File: config.mk
export PLATFORM = sky130hd
export DESIGN_NAME = selective_repeat_reorder_receiver_core
export DESIGN_NICKNAME = d
export VERILOG_FILES = /design/src/hw/rtl/srrr_pkg.sv /design/src/hw/rtl/selective_repeat_reorder_receiver_core.sv /design/src/hw/rtl/srrr_ctrl.sv /design/src/hw/rtl/srrr_dp.sv
export SDC_FILE = /design/constraint.sdc
export NUM_CORES = 2
export LEC_CHECK = 0
export BUFFER_PORTS_ARGS = -buffer_cell sky130_fd_sc_hd__clkbuf_2
export CORE_ASPECT_RATIO = 0.5
export CORE_MARGIN = 5
export CORE_UTILIZATION = 40
export CTS_CLUSTER_DIAMETER = 60
export CTS_CLUSTER_SIZE = 12
export DETAILED_ROUTE_END_ITERATION = 16
export GPL_TIMING_DRIVEN = 0
export PLACE_DENSITY_LB_ADDON = 0.05
export SYNTH_ARGS = -nofsm -noshare
export SYNTH_HDL_FRONTEND = slang
export SYNTH_SLANG_ARGS = --single-unit
File: constraint.sdc
create_clock -name clk -period 21.2 [get_ports clk]
set_clock_uncertainty 0.15 [all_clocks]
set_input_delay 6.36 -clock clk [delete_from_list [all_inputs] [get_ports clk]]
set_output_delay 6.36 -clock clk [all_outputs]
set_load 0.02 [all_outputs]
File: src/hw/rtl/srrr_pkg.sv
// ----------------------------------------------------------------------------
// srrr_pkg: shared types and constants of the reorder receiver
// Window geometry, field widths and the controller/datapath interface.
// ----------------------------------------------------------------------------
`default_nettype none

package srrr_pkg;

	localparam int WINDOW      = 32;
	localparam int SEQ_W       = $clog2(WINDOW);
	localparam int MAX_PAYLOAD = 1464;

	localparam int FRM_W  = 5;
	localparam int LEN_W  = 11;
	localparam int HDL_W  = 32;
	localparam int DATA_W = FRM_W + LEN_W + HDL_W;  // 48, whole bytes
	localparam int USER_W = 2;

	localparam logic KIND_ACK     = 1'b0;
	localparam logic KIND_DELIVER = 1'b1;

	// controller -> datapath
	typedef struct packed {
		logic capture;   // latch the incoming frame
		logic ack_load;  // emit acknowledge, store frame if not behind, record end mark
		logic dlv_rd;    // first read of the slot at the expected number
		logic dlv_load;  // emit delivery, clear slot, advance expected number
	} srrr_cmd_t;

	// datapath -> controller
	typedef struct packed {
		logic is_equal;     // captured frame equals expected number
		logic out_free;     // output register can take a result this cycle
		logic next_filled;  // slot after the expected number is filled
	} srrr_sts_t;

endpackage

`default_nettype wire

File: src/hw/rtl/selective_repeat_reorder_receiver_core.sv
// ----------------------------------------------------------------------------
// selective_repeat_reorder_receiver_core: selective-repeat receive window
// Acknowledges every frame, buffers out-of-order frames by handle and
// delivers them in sequence once the expected frame arrives.
// ----------------------------------------------------------------------------
//  channel  | dir | handshake        | contents
//  s_*      | in  | tvalid / tready  | frame number, length, handle; tlast = end mark
//  m_*      | out | tvalid / tready  | ack or delivery; tuser = kind, finished;
//           |     |                  | tlast = last result of the frame
//
//  A frame passes capture, then acknowledge; one that completes a run adds a
//  slot read and then one delivery per frame, paced by the single read port
//  of the slot store. s_tready is high only between frames.
//  Reset clears the expected number, the end record and all slot valid bits
//  at once; no clearing pass is needed. A stalled m_tready holds the
//  sequencer in place; a waiting result does not block the next capture.
// ----------------------------------------------------------------------------
`default_nettype none

module selective_repeat_reorder_receiver_core
	import srrr_pkg::*;
(
	input  wire logic              clk,
	input  wire logic              arst_n,
	input  wire logic              s_tvalid,
	output logic                   s_tready,
	input  wire logic [DATA_W-1:0] s_tdata,   // frame_num, payload_len, payload_handle
	input  wire logic              s_tlast,   // end_mark
	output logic                   m_tvalid,
	input  wire logic              m_tready,
	output logic [DATA_W-1:0]      m_tdata,   // out_frame, out_len, out_handle
	output logic [USER_W-1:0]      m_tuser,   // kind, finished
	output logic                   m_tlast    // last_of_run
);

	srrr_cmd_t        cmd;
	srrr_sts_t        sts;
	logic             kind;
	logic [FRM_W-1:0] frame;
	logic [LEN_W-1:0] len;
	logic [HDL_W-1:0] handle;
	logic             fin;

	srrr_ctrl u_ctrl (
		.clk      (clk),
		.arst_n   (arst_n),
		.in_valid (s_tvalid),
		.in_ready (s_tready),
		.sts      (sts),
		.cmd      (cmd)
	);

	srrr_dp u_dp (
		.clk        (clk),
		.arst_n     (arst_n),
		.cmd        (cmd),
		.sts        (sts),
		.in_frame   (s_tdata[FRM_W-1:0]),
		.in_mark    (s_tlast),
		.in_len     (s_tdata[FRM_W+LEN_W-1:FRM_W]),
		.in_handle  (s_tdata[DATA_W-1:FRM_W+LEN_W]),
		.out_valid  (m_tvalid),
		.out_ready  (m_tready),
		.out_kind   (kind),
		.out_frame  (frame),
		.out_len    (len),
		.out_handle (handle),
		.out_fin    (fin),
		.out_last   (m_tlast)
	);

	assign m_tdata = {handle, len, frame};
	assign m_tuser = {fin, kind};

endmodule

`default_nettype wire

File: src/hw/rtl/srrr_ctrl.sv
// ----------------------------------------------------------------------------
// srrr_ctrl: sequencer of the reorder receiver
// Accepts a frame, issues its acknowledge, then walks the in-order drain.
// ----------------------------------------------------------------------------
`default_nettype none

module srrr_ctrl
	import srrr_pkg::*;
(
	input  wire logic      clk,
	input  wire logic      arst_n,
	input  wire logic      in_valid,
	output logic           in_ready,
	input  wire srrr_sts_t sts,
	output srrr_cmd_t      cmd
);

	typedef enum logic [1:0] {
		ST_IDLE,
		ST_ACK,
		ST_RD,
		ST_OUT
	} state_t;

	state_t state_q;

	assign in_ready = (state_q == ST_IDLE);

	always_comb begin
		cmd.capture  = (state_q == ST_IDLE) && in_valid;
		cmd.ack_load = (state_q == ST_ACK) && sts.out_free;
		cmd.dlv_rd   = (state_q == ST_RD);
		cmd.dlv_load = (state_q == ST_OUT) && sts.out_free;
	end

	always_ff @(posedge clk or negedge arst_n) begin
		if (!arst_n) begin
			state_q <= ST_IDLE;
		end else begin
			case (state_q)
				ST_IDLE: begin
					if (in_valid)
						state_q <= ST_ACK;
				end
				ST_ACK: begin
					if (sts.out_free)
						state_q <= sts.is_equal ? ST_RD : ST_IDLE;
				end
				ST_RD: begin
					state_q <= ST_OUT;
				end
				ST_OUT: begin
					if (sts.out_free && !sts.next_filled)
						state_q <= ST_IDLE;
				end
				default: begin
					state_q <= ST_IDLE;
				end
			endcase
		end
	end

endmodule

`default_nettype wire

File: src/hw/rtl/srrr_dp.sv
// ----------------------------------------------------------------------------
// srrr_dp: datapath of the reorder receiver
// Frame capture, window compare, slot store with valid bits, output register.
// ----------------------------------------------------------------------------
`default_nettype none

module srrr_dp
	import srrr_pkg::*;
(
	input  wire logic              clk,
	input  wire logic              arst_n,
	input  wire srrr_cmd_t         cmd,
	output srrr_sts_t              sts,
	input  wire logic [FRM_W-1:0]  in_frame,
	input  wire logic              in_mark,
	input  wire logic [LEN_W-1:0]  in_len,
	input  wire logic [HDL_W-1:0]  in_handle,
	output logic                   out_valid,
	input  wire logic              out_ready,
	output logic                   out_kind,
	output logic [FRM_W-1:0]       out_frame,
	output logic [LEN_W-1:0]       out_len,
	output logic [HDL_W-1:0]       out_handle,
	output logic                   out_fin,
	output logic                   out_last
);

	localparam logic [SEQ_W:0] SEQ_HALF = (SEQ_W+1)'(WINDOW / 2);

	// captured frame
	logic [FRM_W-1:0] frm_q;
	logic             mark_q;
	logic [LEN_W-1:0] len_q;
	logic [HDL_W-1:0] hdl_q;

	// window state
	logic [SEQ_W-1:0]  exp_q;
	logic              end_vld_q;
	logic [SEQ_W-1:0]  end_frm_q;
	logic [WINDOW-1:0] filled_q;

	// slot store: {handle, length}
	logic [LEN_W+HDL_W-1:0] mem [WINDOW];
	logic [LEN_W+HDL_W-1:0] rd_q;

	// output register
	logic             vld_q;
	logic             kind_q;
	logic [FRM_W-1:0] ofrm_q;
	logic [LEN_W-1:0] olen_q;
	logic [HDL_W-1:0] ohdl_q;
	logic             fin_q;
	logic             last_q;

	logic [SEQ_W-1:0] f;
	logic [SEQ_W-1:0] exp_nxt;
	logic [SEQ_W-1:0] rd_addr;
	logic [SEQ_W-1:0] back_dist;
	logic             is_ahead;
	logic             is_equal;
	logic             out_free;
	logic             do_store;

	assign f         = frm_q[SEQ_W-1:0];
	assign exp_nxt   = exp_q + SEQ_W'(1);
	assign back_dist = exp_q - f;
	// ahead: numerically above, or so far below that it must have wrapped
	assign is_ahead  = (f > exp_q) || ((f < exp_q) && ({1'b0, back_dist} > SEQ_HALF));
	assign is_equal  = (f == exp_q);
	assign out_free  = !vld_q || out_ready;
	assign do_store  = cmd.ack_load && (is_ahead || is_equal);
	assign rd_addr   = cmd.dlv_load ? exp_nxt : exp_q;

	always_comb begin
		sts.is_equal    = is_equal;
		sts.out_free    = out_free;
		sts.next_filled = filled_q[exp_nxt];
	end

	always_ff @(posedge clk) begin
		if (cmd.capture) begin
			frm_q  <= in_frame;
			mark_q <= in_mark;
			len_q  <= (in_len > LEN_W'(MAX_PAYLOAD)) ? LEN_W'(MAX_PAYLOAD) : in_len;
			hdl_q  <= in_handle;
		end
	end

	always_ff @(posedge clk) begin
		if (do_store)
			mem[f] <= {hdl_q, len_q};
		if (cmd.dlv_rd || cmd.dlv_load)
			rd_q <= mem[rd_addr];
	end

	always_ff @(posedge clk or negedge arst_n) begin
		if (!arst_n) begin
			exp_q     <= '0;
			end_vld_q <= 1'b0;
			end_frm_q <= '0;
			filled_q  <= '0;
		end else begin
			if (cmd.ack_load && mark_q) begin
				end_vld_q <= 1'b1;
				end_frm_q <= f;
			end
			if (do_store)
				filled_q[f] <= 1'b1;
			if (cmd.dlv_load) begin
				filled_q[exp_q] <= 1'b0;
				exp_q           <= exp_nxt;
			end
		end
	end

	always_ff @(posedge clk or negedge arst_n) begin
		if (!arst_n) begin
			vld_q <= 1'b0;
		end else if (cmd.ack_load || cmd.dlv_load) begin
			vld_q <= 1'b1;
		end else if (out_ready) begin
			vld_q <= 1'b0;
		end
	end

	always_ff @(posedge clk) begin
		if (cmd.ack_load) begin
			kind_q <= KIND_ACK;
			ofrm_q <= frm_q;
			olen_q <= '0;
			ohdl_q <= '0;
			fin_q  <= 1'b0;
			last_q <= !is_equal;
		end else if (cmd.dlv_load) begin
			kind_q <= KIND_DELIVER;
			ofrm_q <= FRM_W'(exp_q);
			olen_q <= rd_q[LEN_W-1:0];
			ohdl_q <= rd_q[LEN_W+HDL_W-1:LEN_W];
			fin_q  <= end_vld_q && (exp_q == end_frm_q);
			last_q <= !filled_q[exp_nxt];
		end
	end

	assign out_valid  = vld_q;
	assign out_kind   = kind_q;
	assign out_frame  = ofrm_q;
	assign out_len    = olen_q;
	assign out_handle = ohdl_q;
	assign out_fin    = fin_q;
	assign out_last   = last_q;

	a_dlv_from_filled: assert property (@(posedge clk) disable iff (!arst_n)
		cmd.dlv_load |-> filled_q[exp_q])
		else $error("delivery from an empty slot");

	a_no_overwrite: assert property (@(posedge clk) disable iff (!arst_n)
		(cmd.ack_load || cmd.dlv_load) |-> out_free)
		else $error("output register overwritten while held");

	a_one_result: assert property (@(posedge clk) disable iff (!arst_n)
		!(cmd.ack_load && cmd.dlv_load))
		else $error("acknowledge and delivery in the same cycle");

	a_store_sets_valid: assert property (@(posedge clk) disable iff (!arst_n)
		do_store |=> filled_q[$past(f)])
		else $error("stored slot not marked filled");

endmodule

`default_nettype wire
==> results.json <==
{
  "ant_nets": 0,
  "async_flop_share_pct": 2.939,
  "clk_latency_ns": 0.84,
  "final_hold_viol_count": 0,
  "yosys_warnings": 0,
  "grt_pass1_vias": 50860,
  "final_area_um2": 83470,
  "htree_levels": 4,
  "arrival_ns": 11.64,
  "ir_worst_vdd_uv": 106.9,
  "num_vias": 53310,
  "start_util_pct": 40.17,
  "gr-total-overflow": 0,
  "rsz0062_at_grt": "no",
  "r2r-start": "u_dp.exp_q[0]",
  "hp-class": "register to register",
  "synth_nets": 5282,
  "io_pins": 106,
  "core_area_um2": 179700,
  "ys.flop_type": "edfxtp_1",
  "critical_path_buf_inv_count": 3,
  "area_growth_pct": 15.59,
  "yosysSeqAreaShare_pct": 64.14,
  "slowest_stage": "a22oi_1",
  "num_rows": 110,
  "crit_start": "m_tready",
  "min_to": "u_dp.out_handle[0]",
  "crit-reg2reg-capture": "u_dp.rd_q[12]",
  "status": "complete, but fails checks",
  "place_area_um2": 78790,
  "cp-start-kind": "input pin",
  "cts_buffers": 156,
  "setup_viol": 0,
  "whs_path_depth": 2,
  "cts.sinks": 1565,
  "tightest_slew_ns": 1.596,
  "p_per_area_nw_per_um2": 143.7,
  "wl_per_cell_um": 36.87,
  "final_cell_mix": "edfxtp_1 (1474), mux2i_1 (606), clkbuf_1 (326), nand2_1 (300), a211oi_1 (289)",
  "slowest_delay_ns": 1.30,
  "yosysUniqueCellTypes": 58,
  "fin_tns_setup_ns": 0,
  "final_nets": 5803,
  "fin_crit_ns": 11.33,
  "synth_edf_count": 1474,
  "p_leak_nw": 29.01,
  "hold_path.startpoint": "u_dp.out_handle[0]",
  "drv_cap": 4,
  "grt_usage_pct": 31.00,
  "rr_worst_depth": 12,
  "rrSetupSlack_ns": 12.90,
  "slew_viol_final": 36,
  "path_class": "input pin to register",
  "drc": 0,
  "dieArea_um2": 189600,
  "crit_family": "compound AO/OA/AOI/OAI gates",
  "grt_pass1_wl_um": 407800,
  "wl_um": 303000,
  "drive_above_1_share_pct": 17.03,
  "yosys_register_bits": 1565,
  "crit_chain": "clkbuf_2, nand2b_1, a21oi_1, a22oi_1, buf_2, clkbuf_1, o21ai_0, o211a_1, nor4_1",
  "netlist_instances": 5220,
  "drt-vias-per-instance": 6.485,
  "dp_hpwl_um": 226800,
  "endpoint_kind": "register",
  "cts_tree": "yes",
  "worstPathMaxFanout": 10,
  "finalWeightedCongestion": 0.9219,
  "worstPathRequired_ns": 21.51,
  "cts-root-buf": "clkbuf_16",
  "cts_resized": 0,
  "slew_headroom_pct": -6.414,
  "clk_pin_slew_worst_paths_ns": 0.06,
  "first_iter_violations": 7805,
  "grt_max_degree": 47,
  "violations": "max-capacitance violations, max-slew violations",
  "die_x_um": 610.9,
  "postSynthAreaPerCell_um2": 13.83,
  "syn_area_um2": 72210,
  "port-buffer-count": 105,
  "ctsHoldBuffers": 0,
  "first_pass_iters": 6,
  "clock.fmax_mhz": 88.26,
  "post_cts_buffers": 0,
  "die_h_um": 310.4,
  "post-route-period-util_pct": 53.44,
  "antenna_found_initial": 31,
  "clockBufferDepth": 4,
  "final_common_cell": "edfxtp_1"
}
==> worst reg2reg max path: cells and delay by family, from the launching register on <==
kind	cells	cell delay (ns)
DFF	1	0.49
buffers and inverters	7	4.30
adders and majority gates	1	0.49
and+or+nand+nor	2	1.41
AOI/OAI and AO/OA	2	1.17
==> state kept, by name (all words and copies together) (netlist names), named ones only <==
register         count
u_dp.out_last        1
u_dp.mem          1376
u_ctrl.state_q       1
u_dp.out_len        11
u_dp.f               5
u_dp.out_handle     32
u_dp.out_valid       1
u_dp.len_q          11
u_dp.rd_q           43
u_dp.end_frm_q       5
u_dp.out_kind        1
u_dp.mark_q          1
u_dp.out_frame       5
u_dp.exp_q           5
u_dp.out_fin         1
u_dp.hdl_q          32
u_dp.end_vld_q       1
u_dp.filled_q       32
==> kinds of logic (layout without fill, tap and decap cells) <==
logic type / after synthesis / count (layout) / share of synthesized area (%)
other cells: 0 / 10 / 0
flops: 1565 / 1565 / 64.14
simple gates: 870 / 870 / 5.785
compound gates: 1484 / 1484 / 15.46
xor+xnor: 11 / 11 / 0.1334
fa+ha+maj: 9 / 9 / 0.1559
buf+inv: 487 / 1069 / 2.854
mux: 794 / 794 / 11.47
==> worst max path at each step <==
stage / endpoint / slack [ns] / depth (start not counted)
after detailed placement: u_dp.rd_q[0] / 9.26 / 9
after floorplan: u_dp.mem[10][0] / 8.96 / 6
after global routing: u_dp.rd_q[0] / 10.04 / 9
after global placement: u_dp.mem[22][22] / 1.28 / 7
after CTS: u_dp.rd_q[0] / 10.08 / 9
final: u_dp.rd_q[42] / 9.87 / 9
==> Yosys cell counts, types with 141 or more instances <==
cell type / n / share of area (%)
a211oi_1: 304 / 3.2
a22oi_1: 258 / 2.7
buf_2: 141 / 0.98
clkbuf_1: 278 / 1.4
edfxtp_1: 1474 / 61
mux2_2: 179 / 2.8
mux2i_1: 606 / 8.4
nand2_1: 300 / 1.6
nand2b_1: 186 / 1.6
nor2_1: 195 / 1.0
o21ai_0: 171 / 1.2
o22ai_1: 213 / 1.8
==> metal layers <==
metal  GRT usage, %  wire length, um  vias up
li1               -                -    22010
met2          44.60           125300     3065
met1          44.25           128100    27820
met3          9.806            38080      412
met4          10.50            11200        8
met5         0.9782              309        -
==> power by group <==
part           internal, mW  switching (mW)
clock network          1.36            1.21
logic                  1.67            3.84
registers              3.73           0.193
==> area by class of cell <==
type	instances	area, um2
tap	2408	3013
timing repair buffer	363	3705
sequential	1565	46310
clock buffer	214	4174
inverter	13	48.80
multi-input combinational	3168	24120
antenna	10	25.02
fill	16010	96280
clock inverter	5	46.29
buffer	474	2022
==> metrics by stage <==
step                      setup WS, ns  utilization [%]  cells  power [mW]  hold slack [ns]
after floorplan                  8.958                -   5220       6.826           0.2728
after global placement           1.282            42.14   7733       9.129           0.2902
after detailed placement         9.258            43.83   7973       9.282           0.2899
after CTS                        10.08            46.18   8192       11.82           0.3075
after global routing             10.04            46.42   8212       12.30           0.3164
final                            9.870            46.44   8220       12.00           0.3031
Note: power is estimated with default switching activity, not from simulation.
